File: src/fcat_pkg.sv
// Shared types and constants for the fault code aging table.
package fcat_pkg;

  localparam int CODE_W     = 8;
  localparam int TIMER_W    = 8;
  localparam int NUM_LISTS  = 3;
  localparam int NUM_CODES  = 5;
  localparam int IN_DATA_W  = 40;
  localparam int OUT_DATA_W = 24;
  localparam int CAT_W      = 2;
  localparam int SLOT_OUT_W = 4;
  localparam int CNT_OUT_W  = 4;

  localparam logic [TIMER_W-1:0] HOLD_RESET = 8'd12;

  // List codes as reported in the category field
  localparam logic [CAT_W-1:0] LIST_BATTERY = 2'd0;
  localparam logic [CAT_W-1:0] LIST_MOTOR   = 2'd1;
  localparam logic [CAT_W-1:0] LIST_OTHER   = 2'd2;

  // Position of each code within the item, in the order they are applied
  localparam logic [2:0] CIDX_MOTOR   = 3'd0;
  localparam logic [2:0] CIDX_BATTERY = 3'd1;
  localparam logic [2:0] CIDX_LAST    = 3'(NUM_CODES - 1);

  typedef enum logic [4:0] {
    ST_IDLE  = 5'b00001,
    ST_SWEEP = 5'b00010,
    ST_APPLY = 5'b00100,
    ST_EREAD = 5'b01000,
    ST_EEMIT = 5'b10000
  } state_t;

  // Controller to datapath
  typedef struct packed {
    logic accept;  // latch a new item, rewind the sweep and emission counters
    logic sweep;   // compaction sweep step
    logic apply;   // refresh or insert the current code
    logic eread;   // read the slot to report
    logic emit;    // load the result register, age the slot
  } cmd_t;

  // Datapath to controller
  typedef struct packed {
    logic sweep_done;
    logic last_code;
    logic out_free;
    logic emit_last;
  } status_t;

  // List that a code position updates
  function automatic logic [CAT_W-1:0] code_list(input logic [2:0] cidx);
    logic [CAT_W-1:0] lst;
    case (cidx)
      CIDX_MOTOR:   lst = LIST_MOTOR;
      CIDX_BATTERY: lst = LIST_BATTERY;
      default:      lst = LIST_OTHER;
    endcase
    return lst;
  endfunction

endpackage

File: src/fault_code_aging_table.sv
// Top level of the fault code aging table.
// Three fault lists (battery, motor, other) of SLOTS_PER_LIST slots live in one
// table memory with one read and one write port and a valid bit per slot. An
// item of five codes is applied one code at a time. A sweep compacts the list
// while it looks for a live match, reading one slot per cycle and writing live
// entries back toward the front. An apply step then refreshes or inserts the
// code. All 3*SLOTS_PER_LIST slots are then reported and aged, each in a read
// step and then an emit step that writes it back; the emit step waits while
// the output register holds an untaken result. The next item is taken as soon
// as the last result is in the output register. hold_time may be written only
// while the block is idle.
module fault_code_aging_table #(
  parameter int SLOTS_PER_LIST = 15
) (
  input  logic                                clk,
  input  logic                                rst,
  // motor_code, battery_code, other_code_a, other_code_b, other_code_c
  input  logic [fcat_pkg::IN_DATA_W-1:0]      s_axis_tdata,
  input  logic                                s_axis_tvalid,
  output logic                                s_axis_tready,
  // slot[3:0], code[11:4], live[12], live_count[16:13], zero fill
  output logic [fcat_pkg::OUT_DATA_W-1:0]     m_axis_tdata,
  // category[1:0]
  output logic [fcat_pkg::CAT_W-1:0]          m_axis_tuser,
  output logic                                m_axis_tlast,
  output logic                                m_axis_tvalid,
  input  logic                                m_axis_tready,
  input  logic                                cfg_wr_en,
  input  logic [fcat_pkg::TIMER_W-1:0]        cfg_wr_data
);

  fcat_pkg::cmd_t    cmd;
  fcat_pkg::status_t status;

  logic [fcat_pkg::SLOT_OUT_W-1:0] out_slot;
  logic [fcat_pkg::CODE_W-1:0]     out_code;
  logic                            out_live;
  logic [fcat_pkg::CNT_OUT_W-1:0]  out_live_count;

  fcat_ctrl u_ctrl (
    .clk      (clk),
    .rst      (rst),
    .in_valid (s_axis_tvalid),
    .in_ready (s_axis_tready),
    .status   (status),
    .cmd      (cmd)
  );

  fcat_dp #(
    .SLOTS_PER_LIST (SLOTS_PER_LIST)
  ) u_dp (
    .clk            (clk),
    .rst            (rst),
    .cmd            (cmd),
    .status         (status),
    .in_data        (s_axis_tdata),
    .cfg_wr_en      (cfg_wr_en),
    .cfg_wr_data    (cfg_wr_data),
    .out_valid      (m_axis_tvalid),
    .out_ready      (m_axis_tready),
    .out_category   (m_axis_tuser),
    .out_slot       (out_slot),
    .out_code       (out_code),
    .out_live       (out_live),
    .out_live_count (out_live_count),
    .out_last       (m_axis_tlast)
  );

  // Pack result fields, lowest first
  assign m_axis_tdata = {7'd0, out_live_count, out_live, out_code, out_slot};

endmodule

File: src/fcat_ctrl.sv
// Sequencing state machine for the fault code aging table.
module fcat_ctrl (
  input  logic               clk,
  input  logic               rst,
  input  logic               in_valid,
  output logic               in_ready,
  input  fcat_pkg::status_t  status,
  output fcat_pkg::cmd_t     cmd
);

  fcat_pkg::state_t state, state_next;

  always_ff @(posedge clk) begin
    if (rst) begin
      state <= fcat_pkg::ST_IDLE;
    end else begin
      state <= state_next;
    end
  end

  assign in_ready = (state == fcat_pkg::ST_IDLE);

  // Commands
  always_comb begin
    cmd        = '0;
    cmd.accept = (state == fcat_pkg::ST_IDLE) && in_valid;
    cmd.sweep  = (state == fcat_pkg::ST_SWEEP);
    cmd.apply  = (state == fcat_pkg::ST_APPLY);
    cmd.eread  = (state == fcat_pkg::ST_EREAD);
    cmd.emit   = (state == fcat_pkg::ST_EEMIT) && status.out_free;
  end

  // Next state
  always_comb begin
    state_next = state;
    case (state)
      fcat_pkg::ST_IDLE: begin
        if (in_valid) state_next = fcat_pkg::ST_SWEEP;
      end
      fcat_pkg::ST_SWEEP: begin
        if (status.sweep_done) state_next = fcat_pkg::ST_APPLY;
      end
      fcat_pkg::ST_APPLY: begin
        state_next = status.last_code ? fcat_pkg::ST_EREAD : fcat_pkg::ST_SWEEP;
      end
      fcat_pkg::ST_EREAD: begin
        state_next = fcat_pkg::ST_EEMIT;
      end
      fcat_pkg::ST_EEMIT: begin
        if (status.out_free) begin
          state_next = status.emit_last ? fcat_pkg::ST_IDLE : fcat_pkg::ST_EREAD;
        end
      end
      default: state_next = fcat_pkg::ST_IDLE;
    endcase
  end

endmodule

File: src/fcat_dp.sv
// Slot table, sweep counters and result register for the fault code aging table.
module fcat_dp #(
  parameter int SLOTS_PER_LIST = 15
) (
  input  logic                                clk,
  input  logic                                rst,
  input  fcat_pkg::cmd_t                      cmd,
  output fcat_pkg::status_t                   status,
  input  logic [fcat_pkg::IN_DATA_W-1:0]      in_data,
  input  logic                                cfg_wr_en,
  input  logic [fcat_pkg::TIMER_W-1:0]        cfg_wr_data,
  output logic                                out_valid,
  input  logic                                out_ready,
  output logic [fcat_pkg::CAT_W-1:0]          out_category,
  output logic [fcat_pkg::SLOT_OUT_W-1:0]     out_slot,
  output logic [fcat_pkg::CODE_W-1:0]         out_code,
  output logic                                out_live,
  output logic [fcat_pkg::CNT_OUT_W-1:0]      out_live_count,
  output logic                                out_last
);

  localparam int N     = SLOTS_PER_LIST;
  localparam int TOTAL = fcat_pkg::NUM_LISTS * N;
  localparam int AW    = $clog2(TOTAL);
  localparam int CW    = $clog2(N + 1);
  localparam int SW    = $clog2(N);
  localparam int EW    = fcat_pkg::CODE_W + fcat_pkg::TIMER_W;

  // Entry layout: code in the high byte, timer in the low byte
  logic [EW-1:0] mem [TOTAL];
  logic [TOTAL-1:0] valid;
  logic [EW-1:0] rdata;
  logic          rbit;

  logic [fcat_pkg::TIMER_W-1:0] hold_time;
  logic [fcat_pkg::CODE_W-1:0]  codes_q [fcat_pkg::NUM_CODES];
  logic [2:0]                   cidx;
  logic [CW-1:0]                rd, wr;
  logic                         pend;
  logic [SW-1:0]                proc_slot;
  logic                         hit;
  logic [SW-1:0]                hit_pos;
  logic [CW-1:0]                lcount [fcat_pkg::NUM_LISTS];
  logic [fcat_pkg::CAT_W-1:0]   elist;
  logic [SW-1:0]                es;

  logic [fcat_pkg::CAT_W-1:0]   cur_list;
  logic [fcat_pkg::CODE_W-1:0]  cur_code;
  logic [AW-1:0]                cur_base, e_base;
  logic                         rlive;
  logic                         rd_en, wr_en, clr_en;
  logic [AW-1:0]                raddr, waddr, caddr;
  logic [EW-1:0]                wdata;
  logic                         sweep_proc, do_ins, do_ref;
  logic [CW-1:0]                cnt_new;
  logic                         emit_last;

  assign cur_list = fcat_pkg::code_list(cidx);
  assign cur_code = codes_q[cidx];
  assign cur_base = AW'(cur_list) * AW'(N);
  assign e_base   = AW'(elist) * AW'(N);
  assign rlive    = rbit && (rdata[fcat_pkg::TIMER_W-1:0] != '0);

  assign sweep_proc = cmd.sweep && pend;
  assign do_ref     = cmd.apply && (cur_code != '0) && hit;
  assign do_ins     = cmd.apply && (cur_code != '0) && !hit && (wr < CW'(N));
  assign emit_last  = (elist == fcat_pkg::LIST_OTHER) && (es == SW'(N - 1));

  // Live count after the update: inserts with a zero hold are dead at once,
  // and a refresh with a zero hold kills the matched slot
  assign cnt_new = wr + CW'(do_ins && (hold_time != '0))
                      - CW'(do_ref && (hold_time == '0));

  // Read port
  always_comb begin
    rd_en = 1'b0;
    raddr = e_base + AW'(es);
    if (cmd.sweep && (rd < CW'(N))) begin
      rd_en = 1'b1;
      raddr = cur_base + AW'(rd);
    end else if (cmd.eread) begin
      rd_en = 1'b1;
    end
  end

  // Write port: sweep move, refresh/insert, or aging
  always_comb begin
    wr_en  = 1'b0;
    waddr  = cur_base + AW'(wr);
    wdata  = rdata;
    clr_en = sweep_proc;
    caddr  = cur_base + AW'(proc_slot);
    if (sweep_proc && rlive) begin
      wr_en = 1'b1;
    end else if (do_ref || do_ins) begin
      wr_en = 1'b1;
      waddr = do_ref ? cur_base + AW'(hit_pos) : cur_base + AW'(wr);
      wdata = {cur_code, hold_time};
    end else if (cmd.emit && rlive) begin
      wr_en = 1'b1;
      waddr = e_base + AW'(es);
      wdata = {rdata[EW-1:fcat_pkg::TIMER_W],
               rdata[fcat_pkg::TIMER_W-1:0] - fcat_pkg::TIMER_W'(1)};
    end
  end

  // Table memory
  always_ff @(posedge clk) begin
    if (wr_en) mem[waddr] <= wdata;
    if (rd_en) rdata <= mem[raddr];
  end

  // Valid bits: a moved entry leaves a dead slot behind; set wins on overlap
  always_ff @(posedge clk) begin
    if (rst) begin
      valid <= '0;
      rbit  <= 1'b0;
    end else begin
      if (clr_en) valid[caddr] <= 1'b0;
      if (wr_en)  valid[waddr] <= 1'b1;
      if (rd_en)  rbit <= valid[raddr];
    end
  end

  // Hold time register
  always_ff @(posedge clk) begin
    if (rst) begin
      hold_time <= fcat_pkg::HOLD_RESET;
    end else if (cfg_wr_en) begin
      hold_time <= cfg_wr_data;
    end
  end

  // Item codes and live counts
  always_ff @(posedge clk) begin
    if (cmd.accept) begin
      for (int i = 0; i < fcat_pkg::NUM_CODES; i++) begin
        codes_q[i] <= in_data[i*fcat_pkg::CODE_W +: fcat_pkg::CODE_W];
      end
    end
    if (cmd.apply) lcount[cur_list] <= cnt_new;
  end

  // Sweep and emission counters
  always_ff @(posedge clk) begin
    if (rst) begin
      cidx      <= '0;
      rd        <= '0;
      wr        <= '0;
      pend      <= 1'b0;
      hit       <= 1'b0;
      hit_pos   <= '0;
      proc_slot <= '0;
      elist     <= '0;
      es        <= '0;
    end else if (cmd.accept) begin
      cidx  <= '0;
      rd    <= '0;
      wr    <= '0;
      pend  <= 1'b0;
      hit   <= 1'b0;
      elist <= '0;
      es    <= '0;
    end else if (cmd.sweep) begin
      pend <= rd_en;
      if (rd_en) begin
        rd        <= rd + CW'(1);
        proc_slot <= rd[SW-1:0];
      end
      // live entries close up; remember the first live match
      if (sweep_proc && rlive) begin
        wr <= wr + CW'(1);
        if (!hit && (rdata[EW-1:fcat_pkg::TIMER_W] == cur_code)) begin
          hit     <= 1'b1;
          hit_pos <= wr[SW-1:0];
        end
      end
    end else if (cmd.apply) begin
      cidx <= cidx + 3'd1;
      rd   <= '0;
      wr   <= '0;
      pend <= 1'b0;
      hit  <= 1'b0;
    end else if (cmd.emit) begin
      if (es == SW'(N - 1)) begin
        es    <= '0;
        elist <= elist + fcat_pkg::CAT_W'(1);
      end else begin
        es <= es + SW'(1);
      end
    end
  end

  // Result register
  always_ff @(posedge clk) begin
    if (rst) begin
      out_valid <= 1'b0;
    end else if (cmd.emit) begin
      out_valid <= 1'b1;
    end else if (out_ready) begin
      out_valid <= 1'b0;
    end
  end

  always_ff @(posedge clk) begin
    if (cmd.emit) begin
      out_category   <= elist;
      out_slot       <= fcat_pkg::SLOT_OUT_W'(es);
      out_code       <= rlive ? rdata[EW-1:fcat_pkg::TIMER_W] : '0;
      out_live       <= rlive;
      out_live_count <= fcat_pkg::CNT_OUT_W'(lcount[elist]);
      out_last       <= emit_last;
    end
  end

  // Status
  assign status.sweep_done = (rd == CW'(N)) && !pend;
  assign status.last_code  = (cidx == fcat_pkg::CIDX_LAST);
  assign status.out_free   = !out_valid || out_ready;
  assign status.emit_last  = emit_last;

endmodule

File: config.mk
export PLATFORM = sky130hd
export DESIGN_NAME = fault_code_aging_table
export DESIGN_NICKNAME = d
export VERILOG_FILES = /design/src/fcat_pkg.sv /design/src/fault_code_aging_table.sv /design/src/fcat_ctrl.sv /design/src/fcat_dp.sv
export SDC_FILE = /design/constraint.sdc
export NUM_CORES = 1
export LEC_CHECK = 0
export BUFFER_PORTS_ARGS = -buffer_cell sky130_fd_sc_hd__buf_2
export CAP_MARGIN = 20
export CORE_ASPECT_RATIO = 1.4
export CORE_UTILIZATION = 60
export DETAILED_ROUTE_END_ITERATION = 6
export HOLD_SLACK_MARGIN = 0.1
export PLACE_DENSITY = 0.77
export SLEW_MARGIN = 20
export SYNTH_ARGS = -nofsm -noshare
export SYNTH_HDL_FRONTEND = slang
export SYNTH_SLANG_ARGS = --single-unit
export TNS_END_PERCENT = 20
File: constraint.sdc
create_clock -name clk -period 6.2 [get_ports clk]
set_input_delay 0.62 -clock clk [delete_from_list [all_inputs] [get_ports clk]]
set_output_delay 0.62 -clock clk [all_outputs]
set_load 0.01 [all_outputs]
==> flow_summary.yaml <==
status:
  status: "finished, final reports clean"
sta:
  slew_headroom: 0.2492
  slew_viol_final: 0
  max_clock_freq_ghz: 0.2018
  grt_setup_unrepaired: "no"
  layout_min_cycle_time_ns: 4.955
  fin_tns_setup_ns: 0
  min_period_over_period: 0.7991
  setup_viol: 0
  hold_viol: 0
  finClkSkew_ns: 0.02786
  worst-slew-pin-transition_ns: 1.123
floorplan:
  initial_core_util: 0.6086
  rows: 107
  ios: 82
  die_w_um: 212.1
  dieArea_sq_um: 62800
  chipHeight_um: 296.1
  coreArea_sq_um: 60910
synthesis:
  synth_simple_gate_area_frac: 0.07418
  synth-xor-area-share: 0.008269
  avgSynthCellArea_sq_um: 16.29
  synth_top_cell_by_area: "edfxtp_1"
  synthAdderAreaFrac: 0.01536
  synth_warnings: 0
  synth_top_cells_by_area: "edfxtp_1, mux4_2, dfxtp_1, nand2_1, a21oi_1"
  netlist.area_leader.share: 0.6545
  synthArstFlopShare: 0
  ys_types: 89
  synth_edf_count: 808
  netlist_area_sq_um: 37070
  syn_inst: 2276
  synth_top_family_by_area: "multiplexers"
  synth-main-ff-cell: "edfxtp_1"
  synth_seq_area_share: 0.7031
  synthMuxAreaShare: 0.1246
  synth_compound_gate_area_share: 0.05694
  synth_seq_cells: 898
critical_path:
  cp_cell_sequence: "fa_1, ha_1, fa_1, xnor2_1, nand2_1, o21a_4, buf_4, nand2_1, a21oi_1, nor3_1, nor3_1"
  critical_path_class: "flop to flop"
  worstSetupEndpointType: "flop"
  start_kind: "flop"
  worst_ep_arrival_time_ns: 5.31
  critical_path.top_delay_family: "simple AND/OR/NAND/NOR gates"
  required_ns: 6.55
  cp_max_fo: 39
  cpPeakStageDelay_ns: 0.85
  cp_slowest_cell: "nor3_1"
  crit_buf_inv: 1
placement:
  dpl.hpwl_um: 60390
  placed_cells: 3143
  place.gp.congestion: 0.9239
  port-buffer-count: 74
cells_and_area:
  antennaDiodeCount: 0
  final_cells: 3292
  final_common_cell: "edfxtp_1"
  drive_above_1_share: 0.2186
  final_cell_mix: "edfxtp_1, nand2_1, mux4_2"
  final_util: 0.6815
  nets: 2501
  area_growth_pct: 11.98
route:
  drc_errors: 0
  firstDrtPassIters: 5
  drt_iter0_drc: 2251
  viasPerCell: 6.559
  wl_per_cell_um: 28.94
  vias: 21593
  ant_nets: 0
  routed_wirelength_um: 95270
global_route:
  overflow: 0
  grtUsageTotal: 0.3108
  grt_max_degree: 103
  grt_pass1_wl_um: 139600
  antenna_found_initial: 0
  grt_pass1_vias: 21718
pwr:
  p_leak_nw: 13.94
  finalPower_mw: 13.80
  p_per_area_nw_per_um2: 332.5
  ir_drop_mv: 0.2202
cts:
  h-tree-depth: 3
  cts_resized: 0
  clk_latency_ns: 0.65
  postCtsHoldBufs: 0
  cts_tree: "built"
  path_clk_slew_ns: 0.07
  cts_max_path_buffers: 3
  cts_buffers: 80
  cts.sinks: 898
  post-cts-setup-buffer-count: 0
  root_buffer: "clkbuf_16"
hold_path:
  holdCritPathClass: "primary input to flop"
job:
  drv_cap: 0
## worst paths after layout
path                   start                 end  slack [ns]  depth (start not counted)
min          s_axis_tdata[8]  u_dp.codes_q[1][0]        0.14                          1
min reg2reg        u_dp.pend           u_dp.pend        0.47                          2
max reg2reg    u_dp.elist[0]      u_dp.rdata[12]        1.25                         11
max            u_dp.elist[0]      u_dp.rdata[12]        1.25                         11
## logic make-up (layout without fill, tap and decap cells)
logic type / Yosys count / count (layout)
other: 1 / 7
buffers and inverters: 147 / 340
xor gates and xnor gates: 35 / 35
muxes: 230 / 230
adders and majority gates: 43 / 43
and+or+nand+nor: 604 / 604
DFF: 898 / 898
AOI/OAI and AO/OA: 318 / 318
## routing by layer
| metal | global-route usage | part of all wire | up-vias |
|---|---|---|---|
| met5 | 0 | 0 | - |
| met4 | 0.1840 | 0.061 | 0 |
| met3 | 0.05083 | 0.081 | 240 |
| met2 | 0.5225 | 0.50 | 1232 |
| met1 | 0.3808 | 0.35 | 10969 |
| li1 | - | - | 9152 |
## power breakdown
part           switching (mW)  internal (mW)  total (mW)
registers              0.0601           6.81        6.87
clock network            2.19           2.87        5.06
logic                    1.20          0.678        1.88
total                    3.45           10.4        13.8
## metrics by stage
step	setup WS [ns]	cell area, sq um	hold slack, ns
after detailed placement	1.296	38850	0.4629
after CTS	1.275	41510	0.1281
after floorplan	1.061	37090	0.4400
after global routing	1.123	41510	0.1343
after global placement	1.321	38850	0.4581
final	1.245	41510	0.1443
## area by class of cell
| type | instances | area (sq um) |
|---|---|---|
| flip-flops and latches | 898 | 26070 |
| fillers | 3887 | 19400 |
| multi-input cells | 1237 | 10560 |
| clock buffers | 105 | 2180 |
| repair buffers | 163 | 1101 |
| well taps | 817 | 1022 |
| clock inverters | 44 | 483.0 |
| inverters | 28 | 105.1 |
## flip-flops by register name (all words and copies together), names as in the netlist, 5 cells and up, named ones only
name and cells:
u_dp.lcount 12, u_dp.hold_time 8, u_dp.out_code 8, u_dp.mem 720
u_ctrl.state 5, u_dp.rdata 16, u_dp.codes_q 40, u_dp.valid 45
## synth_stat cells, types with 4 or more instances
cell      instances
and2_1           10
o21ai_2           4
buf_4            11
nor2b_1          15
a21o_1           12
xnor2_1          26
nand3_1          65
nor2_1          119
mux2_2           11
o21ai_0          54
or2_2             5
a21oi_1          94
inv_1            24
o21bai_1          6
o22ai_1          48
a21oi_2           5
dfxtp_1          90
ha_1             35
edfxtp_1        808
nor4_1            5
nand3b_1          5
xor2_1            9
o31a_1            8
nor3_1           59
nand4_1           5
and3_1            4
or3_1             6
a31oi_1           8
mux2i_1          35
mux4_2          184
nand2_1         266
o211ai_1         18
buf_2            26
a211oi_1          6
o21a_1            6
buf_1            26
o21ai_1           9
a211o_1           4
fa_1              5
or2_1             5
clkbuf_1         53
o211ai_2          4
nand2b_1         11
a22oi_1           6
(Power assumes the default switching activity.)
